[src/grid_maze_dfs_solver_unit_defines.svh]
// Assertion macros shared by the maze solver RTL.
`ifndef GRID_MAZE_DFS_SOLVER_UNIT_DEFINES_SVH
`define GRID_MAZE_DFS_SOLVER_UNIT_DEFINES_SVH
`ifndef SYNTHESIS
`define GMDS_ASSERT_IMP(label, clk, rst_n, ante, cons) \
	label: assert property (@(posedge clk) disable iff (!rst_n) (ante) |-> (cons)) \
		else $error("gmds: same-cycle check failed");
`define GMDS_ASSERT_NXT(label, clk, rst_n, ante, cons) \
	label: assert property (@(posedge clk) disable iff (!rst_n) (ante) |=> (cons)) \
		else $error("gmds: next-cycle check failed");
`else
`define GMDS_ASSERT_IMP(label, clk, rst_n, ante, cons)
`define GMDS_ASSERT_NXT(label, clk, rst_n, ante, cons)
`endif
`endif

[src/gmds_pkg.sv]
// Shared types and codes of the grid maze depth-first solver.
`timescale 1ns / 1ps
package gmds_pkg;

	localparam int CFG_W = 5;

	localparam logic [1:0] FUNC_WRITE = 2'd0;
	localparam logic [1:0] FUNC_SOLVE = 2'd1;
	localparam logic [1:0] FUNC_READ  = 2'd2;

	localparam logic [2:0] STS_OK      = 3'd0;
	localparam logic [2:0] STS_EXIT    = 3'd1;
	localparam logic [2:0] STS_LIMIT   = 3'd2;
	localparam logic [2:0] STS_NO_PATH = 3'd3;
	localparam logic [2:0] STS_RANGE   = 3'd4;

	localparam logic [2:0] DIR_NONE  = 3'd0;
	localparam logic [2:0] DIR_RIGHT = 3'd1;
	localparam logic [2:0] DIR_DOWN  = 3'd2;
	localparam logic [2:0] DIR_LEFT  = 3'd3;
	localparam logic [2:0] DIR_UP    = 3'd4;

	localparam logic [2:0] REG_MAZE_WIDTH      = 3'd0;
	localparam logic [2:0] REG_MAZE_HEIGHT     = 3'd1;
	localparam logic [2:0] REG_ENTRANCE_ROW    = 3'd2;
	localparam logic [2:0] REG_ENTRANCE_COLUMN = 3'd3;
	localparam logic [2:0] REG_EXIT_ROW        = 3'd4;
	localparam logic [2:0] REG_EXIT_COLUMN     = 3'd5;

	typedef struct packed {
		logic [CFG_W-1:0] maze_width;
		logic [CFG_W-1:0] maze_height;
		logic [CFG_W-1:0] entrance_row;
		logic [CFG_W-1:0] entrance_column;
		logic [CFG_W-1:0] exit_row;
		logic [CFG_W-1:0] exit_column;
	} cfg_t;

	typedef struct packed {
		logic [1:0] func;
		logic [3:0] cell_row;
		logic [3:0] cell_column;
		logic       cell_blocked;
		logic [7:0] path_index;
	} cmd_t;

	typedef struct packed {
		logic [2:0] status;
		logic [8:0] path_length;
		logic [3:0] point_row;
		logic [3:0] point_column;
		logic [2:0] point_direction;
	} result_t;

endpackage

[src/gmds_core.sv]
// Maze map, path stack and the sequencer that walks the maze depth first.
`timescale 1ns / 1ps
`include "grid_maze_dfs_solver_unit_defines.svh"
module gmds_core #(
	parameter int MAX_ROWS    = 16,
	parameter int MAX_COLUMNS = 16
) (
	input  logic             clk,
	input  logic             arst_n,
	input  gmds_pkg::cfg_t   cfg,
	input  logic             cmd_valid,
	output logic             cmd_ready,
	input  gmds_pkg::cmd_t   cmd,
	output logic             res_valid,
	input  logic             res_ready,
	output gmds_pkg::result_t res
);

	localparam int RW    = $clog2(MAX_ROWS);
	localparam int CW    = $clog2(MAX_COLUMNS);
	localparam int CELLS = MAX_ROWS * MAX_COLUMNS;
	localparam int AW    = $clog2(CELLS);
	localparam int CNTW  = $clog2(CELLS + 1);
	localparam int EW    = RW + CW + 3;
	localparam int XW    = ((RW > CW) ? RW : CW) + 2;
	localparam int CMPW  = (XW > 6) ? XW : 6;
	localparam int IW    = (CNTW > 8) ? CNTW : 8;
	localparam int LW    = CNTW + 9;

	localparam logic [3:0] ST_CLEAR  = 4'd0;
	localparam logic [3:0] ST_IDLE   = 4'd1;
	localparam logic [3:0] ST_START  = 4'd2;
	localparam logic [3:0] ST_ITER   = 4'd3;
	localparam logic [3:0] ST_PROBE  = 4'd4;
	localparam logic [3:0] ST_CHECK  = 4'd5;
	localparam logic [3:0] ST_LOAD   = 4'd6;
	localparam logic [3:0] ST_PUSHX  = 4'd7;
	localparam logic [3:0] ST_RDWAIT = 4'd8;
	localparam logic [3:0] ST_DONE   = 4'd9;

	localparam logic [CNTW-1:0] SC_CELLS = CNTW'(CELLS);

	logic [3:0]      state_q;
	logic [AW-1:0]   clr_q;
	logic [CMPW-1:0] w_q, h_q;
	logic [CNTW-1:0] limit_q, iter_q, sc_q;
	logic [RW-1:0]   cur_row_q, nrow_q;
	logic [CW-1:0]   cur_col_q, ncol_q;
	logic [2:0]      cur_dir_q, dir_q;
	logic [2:0]      res_status_q, res_dir_q;
	logic [3:0]      res_row_q, res_col_q;

	logic            map_mem [CELLS];
	logic            map_rd_q;
	logic            map_we, map_wdata, map_re;
	logic [AW-1:0]   map_waddr, map_raddr;

	logic [EW-1:0]   stk_mem [CELLS];
	logic [EW-1:0]   stk_rd_q;
	logic            stk_we, stk_re;
	logic [EW-1:0]   stk_wdata;
	logic [AW-1:0]   stk_waddr, stk_raddr;

	logic            accept, wr_in_range, rd_in_range, probe_done, pop_go;
	logic            nb_ok, stack_full, exit_hit, iter_left;
	logic [RW-1:0]   nb_row, cmd_row;
	logic [CW-1:0]   nb_col, cmd_col;
	logic [IW-1:0]   idx_w;
	logic [CMPW-1:0] w_sat, h_sat, er_m1, ec_m1;
	logic [2*CMPW-1:0] prod;
	logic [CMPW-1:0] ld_row_w, ld_col_w;
	logic [LW-1:0]   sc_w;
	logic            entrance_bad;

	function automatic logic [AW-1:0] cell_addr(input logic [RW-1:0] r,
		input logic [CW-1:0] c);
		cell_addr = AW'(r) * AW'(MAX_COLUMNS) + AW'(c);
	endfunction

	assign cmd_ready = (state_q == ST_IDLE);
	assign accept    = cmd_valid && cmd_ready;
	assign res_valid = (state_q == ST_DONE);

	assign cmd_row     = CMPW'(cmd.cell_row) < CMPW'(MAX_ROWS) ?
		RW'(CMPW'(cmd.cell_row)) : '0;
	assign cmd_col     = CMPW'(cmd.cell_column) < CMPW'(MAX_COLUMNS) ?
		CW'(CMPW'(cmd.cell_column)) : '0;
	assign wr_in_range = (CMPW'(cmd.cell_row) < CMPW'(MAX_ROWS)) &&
		(CMPW'(cmd.cell_column) < CMPW'(MAX_COLUMNS));
	assign idx_w       = IW'(cmd.path_index);
	assign rd_in_range = idx_w < IW'(sc_q);

	assign w_sat = (CMPW'(cfg.maze_width) > CMPW'(MAX_COLUMNS)) ?
		CMPW'(MAX_COLUMNS) : CMPW'(cfg.maze_width);
	assign h_sat = (CMPW'(cfg.maze_height) > CMPW'(MAX_ROWS)) ?
		CMPW'(MAX_ROWS) : CMPW'(cfg.maze_height);
	assign prod  = (2*CMPW)'(w_q) * (2*CMPW)'(h_q);
	assign er_m1 = CMPW'(cfg.entrance_row) - CMPW'(1);
	assign ec_m1 = CMPW'(cfg.entrance_column) - CMPW'(1);
	assign entrance_bad = (cfg.entrance_row == '0) || (CMPW'(cfg.entrance_row) > h_q) ||
		(cfg.entrance_column == '0) || (CMPW'(cfg.entrance_column) > w_q);

	assign iter_left  = iter_q < limit_q;
	assign probe_done = dir_q > gmds_pkg::DIR_UP;
	assign pop_go     = (state_q == ST_PROBE) && probe_done && (sc_q != '0);
	assign stack_full = sc_q >= SC_CELLS;
	assign exit_hit   = (CMPW'(nrow_q) + CMPW'(1) == CMPW'(cfg.exit_row)) &&
		(CMPW'(ncol_q) + CMPW'(1) == CMPW'(cfg.exit_column));

	// Neighbor of the current cell in the direction under test, and whether it lies in the grid.
	always_comb begin
		nb_row = cur_row_q;
		nb_col = cur_col_q;
		nb_ok  = 1'b0;
		case (dir_q)
			gmds_pkg::DIR_RIGHT: begin
				nb_col = cur_col_q + 1'b1;
				nb_ok  = (CMPW'(cur_col_q) + CMPW'(1)) < w_q;
			end
			gmds_pkg::DIR_DOWN: begin
				nb_row = cur_row_q + 1'b1;
				nb_ok  = (CMPW'(cur_row_q) + CMPW'(1)) < h_q;
			end
			gmds_pkg::DIR_LEFT: begin
				nb_col = cur_col_q - 1'b1;
				nb_ok  = cur_col_q != '0;
			end
			gmds_pkg::DIR_UP: begin
				nb_row = cur_row_q - 1'b1;
				nb_ok  = cur_row_q != '0;
			end
			default: begin
				nb_ok = 1'b0;
			end
		endcase
	end

	always_comb begin
		map_we    = 1'b0;
		map_waddr = cell_addr(cur_row_q, cur_col_q);
		map_wdata = 1'b1;
		map_re    = 1'b0;
		map_raddr = cell_addr(nb_row, nb_col);
		if (state_q == ST_CLEAR) begin
			map_we    = 1'b1;
			map_waddr = clr_q;
			map_wdata = 1'b0;
		end else if (accept && cmd.func == gmds_pkg::FUNC_WRITE && wr_in_range) begin
			map_we    = 1'b1;
			map_waddr = cell_addr(cmd_row, cmd_col);
			map_wdata = cmd.cell_blocked;
		end else if (state_q == ST_ITER && iter_left) begin
			map_we = 1'b1;
		end
		if (state_q == ST_PROBE && !probe_done && nb_ok) begin
			map_re = 1'b1;
		end
	end

	always_comb begin
		stk_we    = 1'b0;
		stk_waddr = sc_q[AW-1:0];
		stk_wdata = {cur_row_q, cur_col_q, dir_q};
		stk_re    = 1'b0;
		stk_raddr = idx_w[AW-1:0];
		if (state_q == ST_CHECK && !map_rd_q && !stack_full) begin
			stk_we = 1'b1;
		end else if (state_q == ST_PUSHX) begin
			stk_we    = 1'b1;
			stk_wdata = {cur_row_q, cur_col_q, gmds_pkg::DIR_NONE};
		end
		if (accept && cmd.func == gmds_pkg::FUNC_READ && rd_in_range) begin
			stk_re = 1'b1;
		end else if (pop_go) begin
			stk_re    = 1'b1;
			stk_raddr = AW'(sc_q - 1'b1);
		end
	end

	always_ff @(posedge clk) begin
		if (map_we) begin
			map_mem[map_waddr] <= map_wdata;
		end
		if (map_re) begin
			map_rd_q <= map_mem[map_raddr];
		end
	end

	always_ff @(posedge clk) begin
		if (stk_we) begin
			stk_mem[stk_waddr] <= stk_wdata;
		end
		if (stk_re) begin
			stk_rd_q <= stk_mem[stk_raddr];
		end
	end

	assign ld_row_w = CMPW'(stk_rd_q[EW-1 -: RW]);
	assign ld_col_w = CMPW'(stk_rd_q[CW+2 -: CW]);

	always_ff @(posedge clk or negedge arst_n) begin
		if (!arst_n) begin
			state_q      <= ST_CLEAR;
			clr_q        <= '0;
			w_q          <= '0;
			h_q          <= '0;
			limit_q      <= '0;
			iter_q       <= '0;
			sc_q         <= '0;
			cur_row_q    <= '0;
			cur_col_q    <= '0;
			cur_dir_q    <= gmds_pkg::DIR_NONE;
			dir_q        <= gmds_pkg::DIR_NONE;
			nrow_q       <= '0;
			ncol_q       <= '0;
			res_status_q <= gmds_pkg::STS_OK;
			res_row_q    <= '0;
			res_col_q    <= '0;
			res_dir_q    <= gmds_pkg::DIR_NONE;
		end else begin
			case (state_q)
				ST_CLEAR: begin
					clr_q <= clr_q + 1'b1;
					if (clr_q == AW'(CELLS - 1)) begin
						state_q <= ST_IDLE;
					end
				end
				ST_IDLE: begin
					if (accept) begin
						res_status_q <= gmds_pkg::STS_OK;
						res_row_q    <= '0;
						res_col_q    <= '0;
						res_dir_q    <= gmds_pkg::DIR_NONE;
						w_q          <= w_sat;
						h_q          <= h_sat;
						case (cmd.func)
							gmds_pkg::FUNC_SOLVE: begin
								state_q <= ST_START;
							end
							gmds_pkg::FUNC_READ: begin
								if (rd_in_range) begin
									state_q <= ST_RDWAIT;
								end else begin
									res_status_q <= gmds_pkg::STS_RANGE;
									state_q      <= ST_DONE;
								end
							end
							default: begin
								state_q <= ST_DONE;
							end
						endcase
					end
				end
				ST_START: begin
					limit_q   <= prod[CNTW-1:0];
					sc_q      <= '0;
					iter_q    <= '0;
					cur_row_q <= er_m1[RW-1:0];
					cur_col_q <= ec_m1[CW-1:0];
					cur_dir_q <= gmds_pkg::DIR_NONE;
					if (entrance_bad) begin
						res_status_q <= gmds_pkg::STS_NO_PATH;
						state_q      <= ST_DONE;
					end else begin
						state_q <= ST_ITER;
					end
				end
				ST_ITER: begin
					if (!iter_left) begin
						res_status_q <= gmds_pkg::STS_LIMIT;
						state_q      <= ST_DONE;
					end else begin
						// The current cell is marked visited by the map write of this cycle.
						iter_q  <= iter_q + 1'b1;
						dir_q   <= cur_dir_q + 3'd1;
						state_q <= ST_PROBE;
					end
				end
				ST_PROBE: begin
					if (probe_done) begin
						if (sc_q != '0) begin
							sc_q    <= sc_q - 1'b1;
							state_q <= ST_LOAD;
						end else begin
							res_status_q <= gmds_pkg::STS_NO_PATH;
							state_q      <= ST_DONE;
						end
					end else if (nb_ok) begin
						nrow_q  <= nb_row;
						ncol_q  <= nb_col;
						state_q <= ST_CHECK;
					end else begin
						dir_q <= dir_q + 3'd1;
					end
				end
				ST_CHECK: begin
					if (map_rd_q) begin
						dir_q   <= dir_q + 3'd1;
						state_q <= ST_PROBE;
					end else if (stack_full) begin
						res_status_q <= gmds_pkg::STS_LIMIT;
						state_q      <= ST_DONE;
					end else begin
						sc_q      <= sc_q + 1'b1;
						cur_row_q <= nrow_q;
						cur_col_q <= ncol_q;
						cur_dir_q <= gmds_pkg::DIR_NONE;
						if (!exit_hit) begin
							state_q <= ST_ITER;
						end else if (sc_q + 1'b1 < SC_CELLS) begin
							state_q <= ST_PUSHX;
						end else begin
							res_status_q <= gmds_pkg::STS_EXIT;
							state_q      <= ST_DONE;
						end
					end
				end
				ST_PUSHX: begin
					sc_q         <= sc_q + 1'b1;
					res_status_q <= gmds_pkg::STS_EXIT;
					state_q      <= ST_DONE;
				end
				ST_LOAD: begin
					cur_row_q <= stk_rd_q[EW-1 -: RW];
					cur_col_q <= stk_rd_q[CW+2 -: CW];
					cur_dir_q <= stk_rd_q[2:0];
					state_q   <= ST_ITER;
				end
				ST_RDWAIT: begin
					res_row_q <= ld_row_w[3:0];
					res_col_q <= ld_col_w[3:0];
					res_dir_q <= stk_rd_q[2:0];
					state_q   <= ST_DONE;
				end
				ST_DONE: begin
					if (res_ready) begin
						state_q <= ST_IDLE;
					end
				end
				default: begin
					state_q <= ST_IDLE;
				end
			endcase
		end
	end

	assign sc_w = LW'(sc_q);

	always_comb begin
		res.status          = res_status_q;
		res.path_length     = sc_w[8:0];
		res.point_row       = res_row_q;
		res.point_column    = res_col_q;
		res.point_direction = res_dir_q;
	end

	`GMDS_ASSERT_IMP(a_stack_bound, clk, arst_n, 1'b1, sc_q <= SC_CELLS)
	`GMDS_ASSERT_IMP(a_no_cmd_in_clear, clk, arst_n, state_q == ST_CLEAR, !cmd_ready)
	`GMDS_ASSERT_NXT(a_push_grows, clk, arst_n, stk_we && state_q == ST_CHECK, sc_q == $past(sc_q) + 1'b1)
	`GMDS_ASSERT_IMP(a_pop_nonempty, clk, arst_n, stk_re && state_q == ST_PROBE, sc_q != '0)
	`GMDS_ASSERT_IMP(a_iter_bound, clk, arst_n, state_q == ST_PROBE, iter_q <= limit_q)

endmodule

[src/grid_maze_dfs_solver_unit.sv]
// A cell write goes from acceptance straight to ST_DONE and the result register; a path read passes ST_RDWAIT first.
// A solve passes ST_START, then per iteration ST_ITER marks the cell, ST_PROBE tries each
// direction, ST_CHECK follows for each in-grid neighbor looked up, and a pop runs through
// ST_PROBE and ST_LOAD; the single map read port sets this pace. One item is in work at a time.
// After reset a clearing pass over all MAX_ROWS*MAX_COLUMNS map cells opens the whole map
// before the first item is accepted; configuration writes are taken throughout.
`timescale 1ns / 1ps
module grid_maze_dfs_solver_unit #(
	parameter int MAX_ROWS    = 16,
	parameter int MAX_COLUMNS = 16
) (
	input  logic        clk,
	input  logic        arst_n,
	input  logic        psel,
	input  logic        penable,
	input  logic        pwrite,
	input  logic [4:0]  paddr,
	input  logic [31:0] pwdata,
	output logic [31:0] prdata,
	output logic        pready,
	input  logic        s_axis_tvalid,
	output logic        s_axis_tready,
	// cell_row[3:0], cell_column[7:4], cell_blocked[8], path_index[16:9], zero fill
	input  logic [23:0] s_axis_tdata,
	// func[1:0]
	input  logic [1:0]  s_axis_tuser,
	output logic        m_axis_tvalid,
	input  logic        m_axis_tready,
	// status[2:0], path_length[11:3], point_row[15:12], point_column[19:16],
	// point_direction[22:20], zero fill
	output logic [23:0] m_axis_tdata
);

	gmds_pkg::cfg_t    cfg_q;
	gmds_pkg::cmd_t    cmd;
	gmds_pkg::result_t res;
	logic              res_valid, res_ready, cfg_wr;
	logic [23:0]       out_data_q;
	logic              out_valid_q;
	logic [4:0]        rd_val;

	assign pready = 1'b1;
	assign cfg_wr = psel && penable && pwrite && pready;

	always_ff @(posedge clk or negedge arst_n) begin
		if (!arst_n) begin
			cfg_q.maze_width      <= 5'd16;
			cfg_q.maze_height     <= 5'd16;
			cfg_q.entrance_row    <= 5'd1;
			cfg_q.entrance_column <= 5'd1;
			cfg_q.exit_row        <= 5'd16;
			cfg_q.exit_column     <= 5'd16;
		end else if (cfg_wr) begin
			case (paddr[4:2])
				gmds_pkg::REG_MAZE_WIDTH:      cfg_q.maze_width      <= pwdata[4:0];
				gmds_pkg::REG_MAZE_HEIGHT:     cfg_q.maze_height     <= pwdata[4:0];
				gmds_pkg::REG_ENTRANCE_ROW:    cfg_q.entrance_row    <= pwdata[4:0];
				gmds_pkg::REG_ENTRANCE_COLUMN: cfg_q.entrance_column <= pwdata[4:0];
				gmds_pkg::REG_EXIT_ROW:        cfg_q.exit_row        <= pwdata[4:0];
				gmds_pkg::REG_EXIT_COLUMN:     cfg_q.exit_column     <= pwdata[4:0];
				default: begin
				end
			endcase
		end
	end

	always_comb begin
		case (paddr[4:2])
			gmds_pkg::REG_MAZE_WIDTH:      rd_val = cfg_q.maze_width;
			gmds_pkg::REG_MAZE_HEIGHT:     rd_val = cfg_q.maze_height;
			gmds_pkg::REG_ENTRANCE_ROW:    rd_val = cfg_q.entrance_row;
			gmds_pkg::REG_ENTRANCE_COLUMN: rd_val = cfg_q.entrance_column;
			gmds_pkg::REG_EXIT_ROW:        rd_val = cfg_q.exit_row;
			gmds_pkg::REG_EXIT_COLUMN:     rd_val = cfg_q.exit_column;
			default:                       rd_val = '0;
		endcase
	end

	assign prdata = {27'd0, rd_val};

	assign cmd.func         = s_axis_tuser;
	assign cmd.cell_row     = s_axis_tdata[3:0];
	assign cmd.cell_column  = s_axis_tdata[7:4];
	assign cmd.cell_blocked = s_axis_tdata[8];
	assign cmd.path_index   = s_axis_tdata[16:9];

	gmds_core #(
		.MAX_ROWS    (MAX_ROWS),
		.MAX_COLUMNS (MAX_COLUMNS)
	) u_core (
		.clk       (clk),
		.arst_n    (arst_n),
		.cfg       (cfg_q),
		.cmd_valid (s_axis_tvalid),
		.cmd_ready (s_axis_tready),
		.cmd       (cmd),
		.res_valid (res_valid),
		.res_ready (res_ready),
		.res       (res)
	);

	// The output register frees the core as soon as a result is parked here.
	assign res_ready = !out_valid_q || m_axis_tready;

	always_ff @(posedge clk or negedge arst_n) begin
		if (!arst_n) begin
			out_valid_q <= 1'b0;
		end else if (res_ready) begin
			out_valid_q <= res_valid;
		end
	end

	always_ff @(posedge clk) begin
		if (res_valid && res_ready) begin
			out_data_q <= {1'b0, res.point_direction, res.point_column, res.point_row,
				res.path_length, res.status};
		end
	end

	assign m_axis_tvalid = out_valid_q;
	assign m_axis_tdata  = out_data_q;

endmodule

[config.mk]
export PLATFORM = sky130hd
export DESIGN_NAME = grid_maze_dfs_solver_unit
export DESIGN_NICKNAME = d
export VERILOG_FILES = /design/src/gmds_pkg.sv /design/src/gmds_core.sv /design/src/grid_maze_dfs_solver_unit.sv
export VERILOG_INCLUDE_DIRS = /design/src /design/src/src
export SDC_FILE = /design/constraint.sdc
export NUM_CORES = 2
export LEC_CHECK = 0
export BUFFER_PORTS_ARGS = -buffer_cell sky130_fd_sc_hd__buf_2
export CAP_MARGIN = 25
export CELL_PAD_IN_SITES_DETAIL_PLACEMENT = 0
export CELL_PAD_IN_SITES_GLOBAL_PLACEMENT = 2
export CORE_MARGIN = 2
export CORE_UTILIZATION = 46
export DETAILED_ROUTE_END_ITERATION = 10
export PLACE_DENSITY_LB_ADDON = 0.1
export SLEW_MARGIN = 5
export SYNTH_ARGS = -nofsm -noshare
export SYNTH_HDL_FRONTEND = slang
export SYNTH_SLANG_ARGS = --single-unit
[constraint.sdc]
create_clock -name clk -period 13.9 [get_ports clk]
set_input_delay 1.39 -clock clk [delete_from_list [all_inputs] [get_ports clk]]
set_output_delay 1.39 -clock clk [all_outputs]
set_load 0.01 [all_outputs]
Word level (Yosys, flattened, before mapping)
Memory sizes are Yosys's and may differ from the RTL's. A register that Yosys moved wholly into a read port is not among the register bits.
Cells that the tools add are included.
- register bits after elaboration: 141
- bits in writable memories: 3072
- input port bits: 70
- logic and storage cells: 231
- memories: 2
- add/sub/neg operators: 19
- multipliers: 1
- order comparisons: 11
- equal/unequal tests: 40
- mux-type cells: 79
- bitwise logic cells: 1
- reductions and logical operators: 53
- memories (memory ; words ; bits a word ; rd ports ; clocked after Yosys merged registers in ; write ports ; line ; source):
    u_core.stk_mem ; 256 ; 11 ; 1 ; 1 ; 1 ; gmds_core.sv:58 ; logic [EW-1:0] stk_mem [CELLS];
    u_core.map_mem ; 256 ; 1 ; 1 ; 1 ; 1 ; gmds_core.sv:53 ; logic map_mem [CELLS];
- operators by type and width (operator ; number):
    2-to-1 mux 4 bit ; 17
    2-to-1 mux 3 bit ; 20
    2-to-1 mux 9 bit ; 5
    one-hot mux 4 bit (2 select lines) ; 5
    one-hot mux 4 bit (9 select lines) ; 1
    one-hot mux 9 bit (4 select lines) ; 1
    2-to-1 mux 8 bit ; 4
    one-hot mux 5 bit (6 select lines) ; 1
    adder 8 x 4 -> 8 bit ; 3
    one-hot mux 4 bit (3 select lines) ; 2
    adder 4 x 1 -> 5 bit (second input constant) ; 4
    adder 9 x 1 -> 9 bit (second input constant) ; 2
    inequality test 2 bit (second input constant) ; 9
    one-hot mux 3 bit (3 select lines) ; 2
    one-hot mux 3 bit (6 select lines) ; 1
    one-hot mux 9 bit (2 select lines) ; 1
    AND reduction 2 bit ; 9
    equality test 4 x 3 -> 1 bit (second input constant) ; 4
    subtractor 4 x 1 -> 4 bit (second input constant) ; 4
    logical AND 1 bit ; 15
    2-to-1 mux 1 bit ; 15
    equality test 3 x 2 -> 1 bit (second input constant) ; 4
    equality test 6 x 5 -> 1 bit ; 2
    > comparator 5 x 6 -> 1 bit ; 2
    other kinds (43) ; 71

Longest topological paths before layout
- depth in word-level cells: 7
- depth in mapped cells: 19
- mapped depth without buffers: 15

Hierarchy
Synthesis repeated with hierarchy kept, for this count alone.
- cell total of the unflattened synthesis: 8942
- area total of the unflattened synthesis: 132070.4 µm²
- modules (own cells, without submodules) (module ; times used ; cells an instance ; area an instance (µm²)):
    gmds_core ; 1 ; 8781 ; 129670.6
    grid_maze_dfs_solver_unit ; 1 ; 161 ; 2399.8

Least setup slack after synthesis
No wires, ideal clock.
- kind: register to register
- from: register u_core.state_q[3]
- to: memory u_core.stk_mem[0][0] in the netlist's numbering (data pin)
- arrival: 8.178 ns
- required time: 12.323 ns
- path slack: 4.145 ns
- cell stages (with the launch flop): 7
- buffers on the path: 3
- clock period less this slack: 9.755 ns
- path through: dfrtp_1 > clkbuf_1 > inv_1 > clkbuf_1 > and3_1 > clkbuf_1 > a21oi_1
- cells in the longest elaborated chain, start to end: 4
- RTL lines (element ; line ; source):
    from (decl) ; gmds_core.sv:43 ; logic [3:0] state_q;
    from (signal assigned) ; gmds_core.sv:203 ; state_q <= ST_CLEAR;
    from (signal assigned) ; gmds_core.sv:225 ; state_q <= ST_IDLE;
    from (signal assigned) ; gmds_core.sv:238 ; state_q <= ST_START;
    equality test 4 x 3 -> 1 bit ; gmds_core.sv:166 ; if (state_q == ST_CHECK && !map_rd_q && !stack_full) begin
    logical AND 1 bit (2 in series) ; gmds_core.sv:166 ;
    2-to-1 mux 3 bit * ; gmds_core.sv:166 ;
    named net u_core.stk_wdata[0] ; gmds_core.sv:61 ; logic [EW-1:0] stk_wdata;
    to (decl) ; gmds_core.sv:58 ;
The timed path passes the listed nets; every way through them passes the cells marked *.

Worst setup path after layout
- from: register u_core.sc_q[0]
- to: register u_core.stk_rd_q[6], read port of u_core.stk_mem (data pin)
- cells in the longest elaborated chain, start to end: 4
- RTL lines (element ; line ; source):
    from (decl) ; gmds_core.sv:46 ; logic [CNTW-1:0] limit_q, iter_q, sc_q;
    from (signal assigned) ; gmds_core.sv:282 ; sc_q <= sc_q - 1'b1;
    from (signal assigned) ; gmds_core.sv:304 ; sc_q <= sc_q + 1'b1;
    from (signal assigned) ; gmds_core.sv:319 ; sc_q <= sc_q + 1'b1;
    parallel branches: the longest is 4 deep, another holds subtractor 9 x 1 -> 9 bit ; n/a ;
    to (decl) ; gmds_core.sv:59 ; logic [EW-1:0] stk_rd_q;
Parallel ways; which one is timed is not known.
A chain may end at the register's enable or synchronous reset.

==> metrics.yaml <==
timing:
  relSlewSlack_pct: 18.97
  rsz0062_at_grt: "false"
  slew_violations: 0
  timing.fmax_ghz: 0.1287
  fin_setup_tns_ns: 0
  post-route-min-period_ns: 7.770
  hold_violations: 0
  fin_skew_ns: 0.05307
  setup_viol: 0
  worst_pin_slew_ns: 1.215
  min_period_over_period_pct: 55.90
floorplan:
  fp.dieArea_mm2: 0.2921
  core_area_mm2: 0.2857
  num_rows: 196
  die_h_um: 540.5
  start_util_pct: 46.34
  ios: 129
  die_x_um: 540.5
layout:
  multiInputGateArea_mm2: 0.03358
  n_fill_cell: 23790
  drive_gt1_share_pct: 13.34
  seqCellArea_mm2: 0.09624
  finalNonFillerCells: 13910
  fin_nets: 10010
  areaGrowthSynthToFinish_pct: 13.61
drt:
  top_layer: "met5"
  drt-total-wl_mm: 452.7
  post_drt_wl_per_cell_um: 32.55
  vias_per_cell: 6.140
  drt_drc_violations_left: 0
  ant_nets: 0
  wl_met1_mm: 185.2
  wl_met2_mm: 204.8
  met3_length_mm: 42.28
  vias: 85400
  drt_pre_antenna_iters: 8
  first_iter_violations: 11120
global_routing:
  gr-total-overflow: 0
  grt_max_degree: 162
  grt_first_pass_wirelength_mm: 627.9
  first_global_vias: 80470
  grtUsageTotal_pct: 30.40
  grt_antenna_before_repair: 43
synthesis:
  synth_cell_types: 98
  syn_inst: 9518
  ys_async_sr_fraction_pct: 3.599
  synth.area.top_cells: "edfxtp_1 70%, nand2_1 5.2%, mux2i_1 3.3%"
  yosys_warnings: 0
  seq_area_frac_synth_pct: 72.66
  netlist_area_mm2: 0.1324
  synth_top_flop_cell: "edfxtp_1"
  ys_ff_latch: 3223
  synth_top_area_share_pct: 70.47
  synth-edff-count: 3107
  ys_top_cells_by_count: "3,107 x edfxtp_1, 1,830 x nand2_1, 686 x nor2_1"
  synth_most_common_cell: "edfxtp_1"
  yosysTopAreaCell: "edfxtp_1"
  avgSynthCellArea_um2: 13.91
worst_setup_path:
  critical_path_class: "reg2reg"
  setup.worst_path.start_class: "register"
  critPathMaxFanout: 39
  endpoint_kind: "register"
  crit_arrival_ns: 8.47
  r2r_setup_slack_ns: 6.13
  worstPathRequired_ns: 14.60
worst_hold_path:
  hold_class: "reg2reg"
place:
  gp_congestion: 0.9512
  place_hpwl_mm: 277.6
  io_buffers: 63
  dp.cells: 13220
pwr:
  p_leak_nw: 51.82
  cellPowerDensity_mw_per_mm2: 165.4
  ir_drop_uv: 139.6
job:
  max_cap_violations: 0
clock_tree:
  cts_resized: 0
  clk_pin_slew_ns: 0.06
  cts_hold_buf: 0
  clock_insertion_delay_worst_skew_ns: 0.95
  post_cts_buffers: 0
  clkSinkCount: 3223
  tritoncts: "done"
  ctsRootBufferMaster: "clkbuf_16"
  numCtsBuffers: 345
  h-tree-depth: 5
  clk_path_buf_depth: 4
status:
  status: "finished clean"
-- critical path, stage by stage (launching register included) --
cell and delay [ns]:
dfrtp_1 0.88, clkinv_1 0.55, ha_1 0.37, or4b_1 0.29
o211a_2 0.21, buf_4 0.29, buf_4 0.55, mux2_8 0.65
buf_4 0.66, buf_4 0.57, a2111oi_1 0.10, buf_4 0.21
and3_1 0.29, a2111oi_0 0.65, buf_4 0.26, o2111ai_1 0.30
o31ai_1 0.49
-- cells by family after synthesis --
family                     after synthesis  synth area share, %
muxes                                  606                5.539
DFF                                   3223                72.66
buffers and inverters                  690                2.564
xor gates and xnor gates                49               0.3241
and+or+nand+nor                       3293                10.44
adders and majority gates               83               0.8467
other                                    2             0.005672
AOI/OAI and AO/OA                     1572                7.619
-- power breakdown --
part | switching, mW | internal [mW]
combinational | 2.79 | 1.04
sequential | 0.305 | 11.9
clock | 3.84 | 5.04
-- placed cells by master (no fill, tap or decap), types with 69 or more instances in the layout --
| master | instances |
|---|---|
| nor3_1 | 87 |
| mux2i_1 | 429 |
| inv_1 | 69 |
| clkbuf_16 | 357 |
| mux4_2 | 90 |
| clkinv_1 | 71 |
| a31oi_1 | 81 |
| edfxtp_1 | 3107 |
| ha_1 | 72 |
| buf_2 | 77 |
| o22ai_1 | 136 |
| nor4_1 | 88 |
| dfrtp_1 | 102 |
| nand3_1 | 366 |
| buf_4 | 391 |
| nand2_1 | 1815 |
| o21ai_0 | 195 |
| clkbuf_1 | 94 |
| a21oi_1 | 593 |
| nor2_1 | 679 |
| mux2_2 | 72 |
| buf_6 | 80 |
-- through the flow --
step | instance area (um^2) | util (%) | setup WS, ns | total power [mW] | hold slack [ns]
final | 150400 | 52.65 | 6.130 | 24.88 | 0.4584
after global routing | 150400 | 52.64 | 6.036 | 25.62 | 0.4628
after CTS | 149800 | 52.45 | 6.134 | 24.95 | 0.4185
after detailed placement | 139100 | 48.69 | 6.184 | 16.15 | 0.4370
after global placement | 137900 | 48.27 | 6.276 | 16.04 | 0.4356
after floorplan | 132500 | - | 4.145 | 14.68 | 0.4194
-- registers in the layout (all words and copies together) (netlist names), 4 cells and up --
name              count
cfg_q                30
u_core.limit_q        9
u_core.h_q            5
u_core.sc_q           9
u_core.res_row_q      4
u_core.iter_q         9
u_core.w_q            5
u_core.cur_col_q      4
u_core.map_mem      256
u_core.nrow_q         4
u_core.clr_q          8
u_core.res_col_q      4
m_axis_tdata         23
u_core.cur_row_q      4
u_core.state_q        4
u_core.ncol_q         4
u_core.stk_rd_q      11
u_core.stk_mem     2816
-- metal layers --
metal  track usage [%]  vias up
li1                  -    36490
met1             42.42    44010
met2             46.30     4098
met3             6.333      792
met4             13.02       18
met5                 0        -
-- area by class of cell --
| class | instances | share of cell area (%) |
|---|---|---|
| diodes | 18 | 0.02994 |
| clock buffers | 455 | 6.210 |
| clock inverters | 168 | 0.9283 |
| inverters | 71 | 0.1772 |
| multi-input cells | 5632 | 22.32 |
| flip-flops and latches | 3223 | 63.98 |
| well taps | 3762 | 3.129 |
| repair buffers | 580 | 3.224 |
-- final timing paths --
| path | start | endpoint | depth (start not counted) |
|---|---|---|---|
| max | u_core.sc_q[0]$_DFFE_PN0P_ | u_core.stk_rd_q[6]$_DFFE_PP_ | 16 |
| min | u_core.res_row_q[1]$_DFFE_PN0P_ | m_axis_tdata[13]$_DFFE_PP_ | 0 |
| max reg2reg | u_core.sc_q[0]$_DFFE_PN0P_ | u_core.stk_rd_q[6]$_DFFE_PP_ | 16 |
| min reg2reg | u_core.res_row_q[1]$_DFFE_PN0P_ | m_axis_tdata[13]$_DFFE_PP_ | 0 |
| max in group asynchronous | arst_n | cfg_q[10]$_DFFE_PN1P_ | 3 |
| min in group asynchronous | arst_n | m_axis_tvalid$_DFFE_PN0P_ | 1 |
Power figures use the tool's default switching activity.
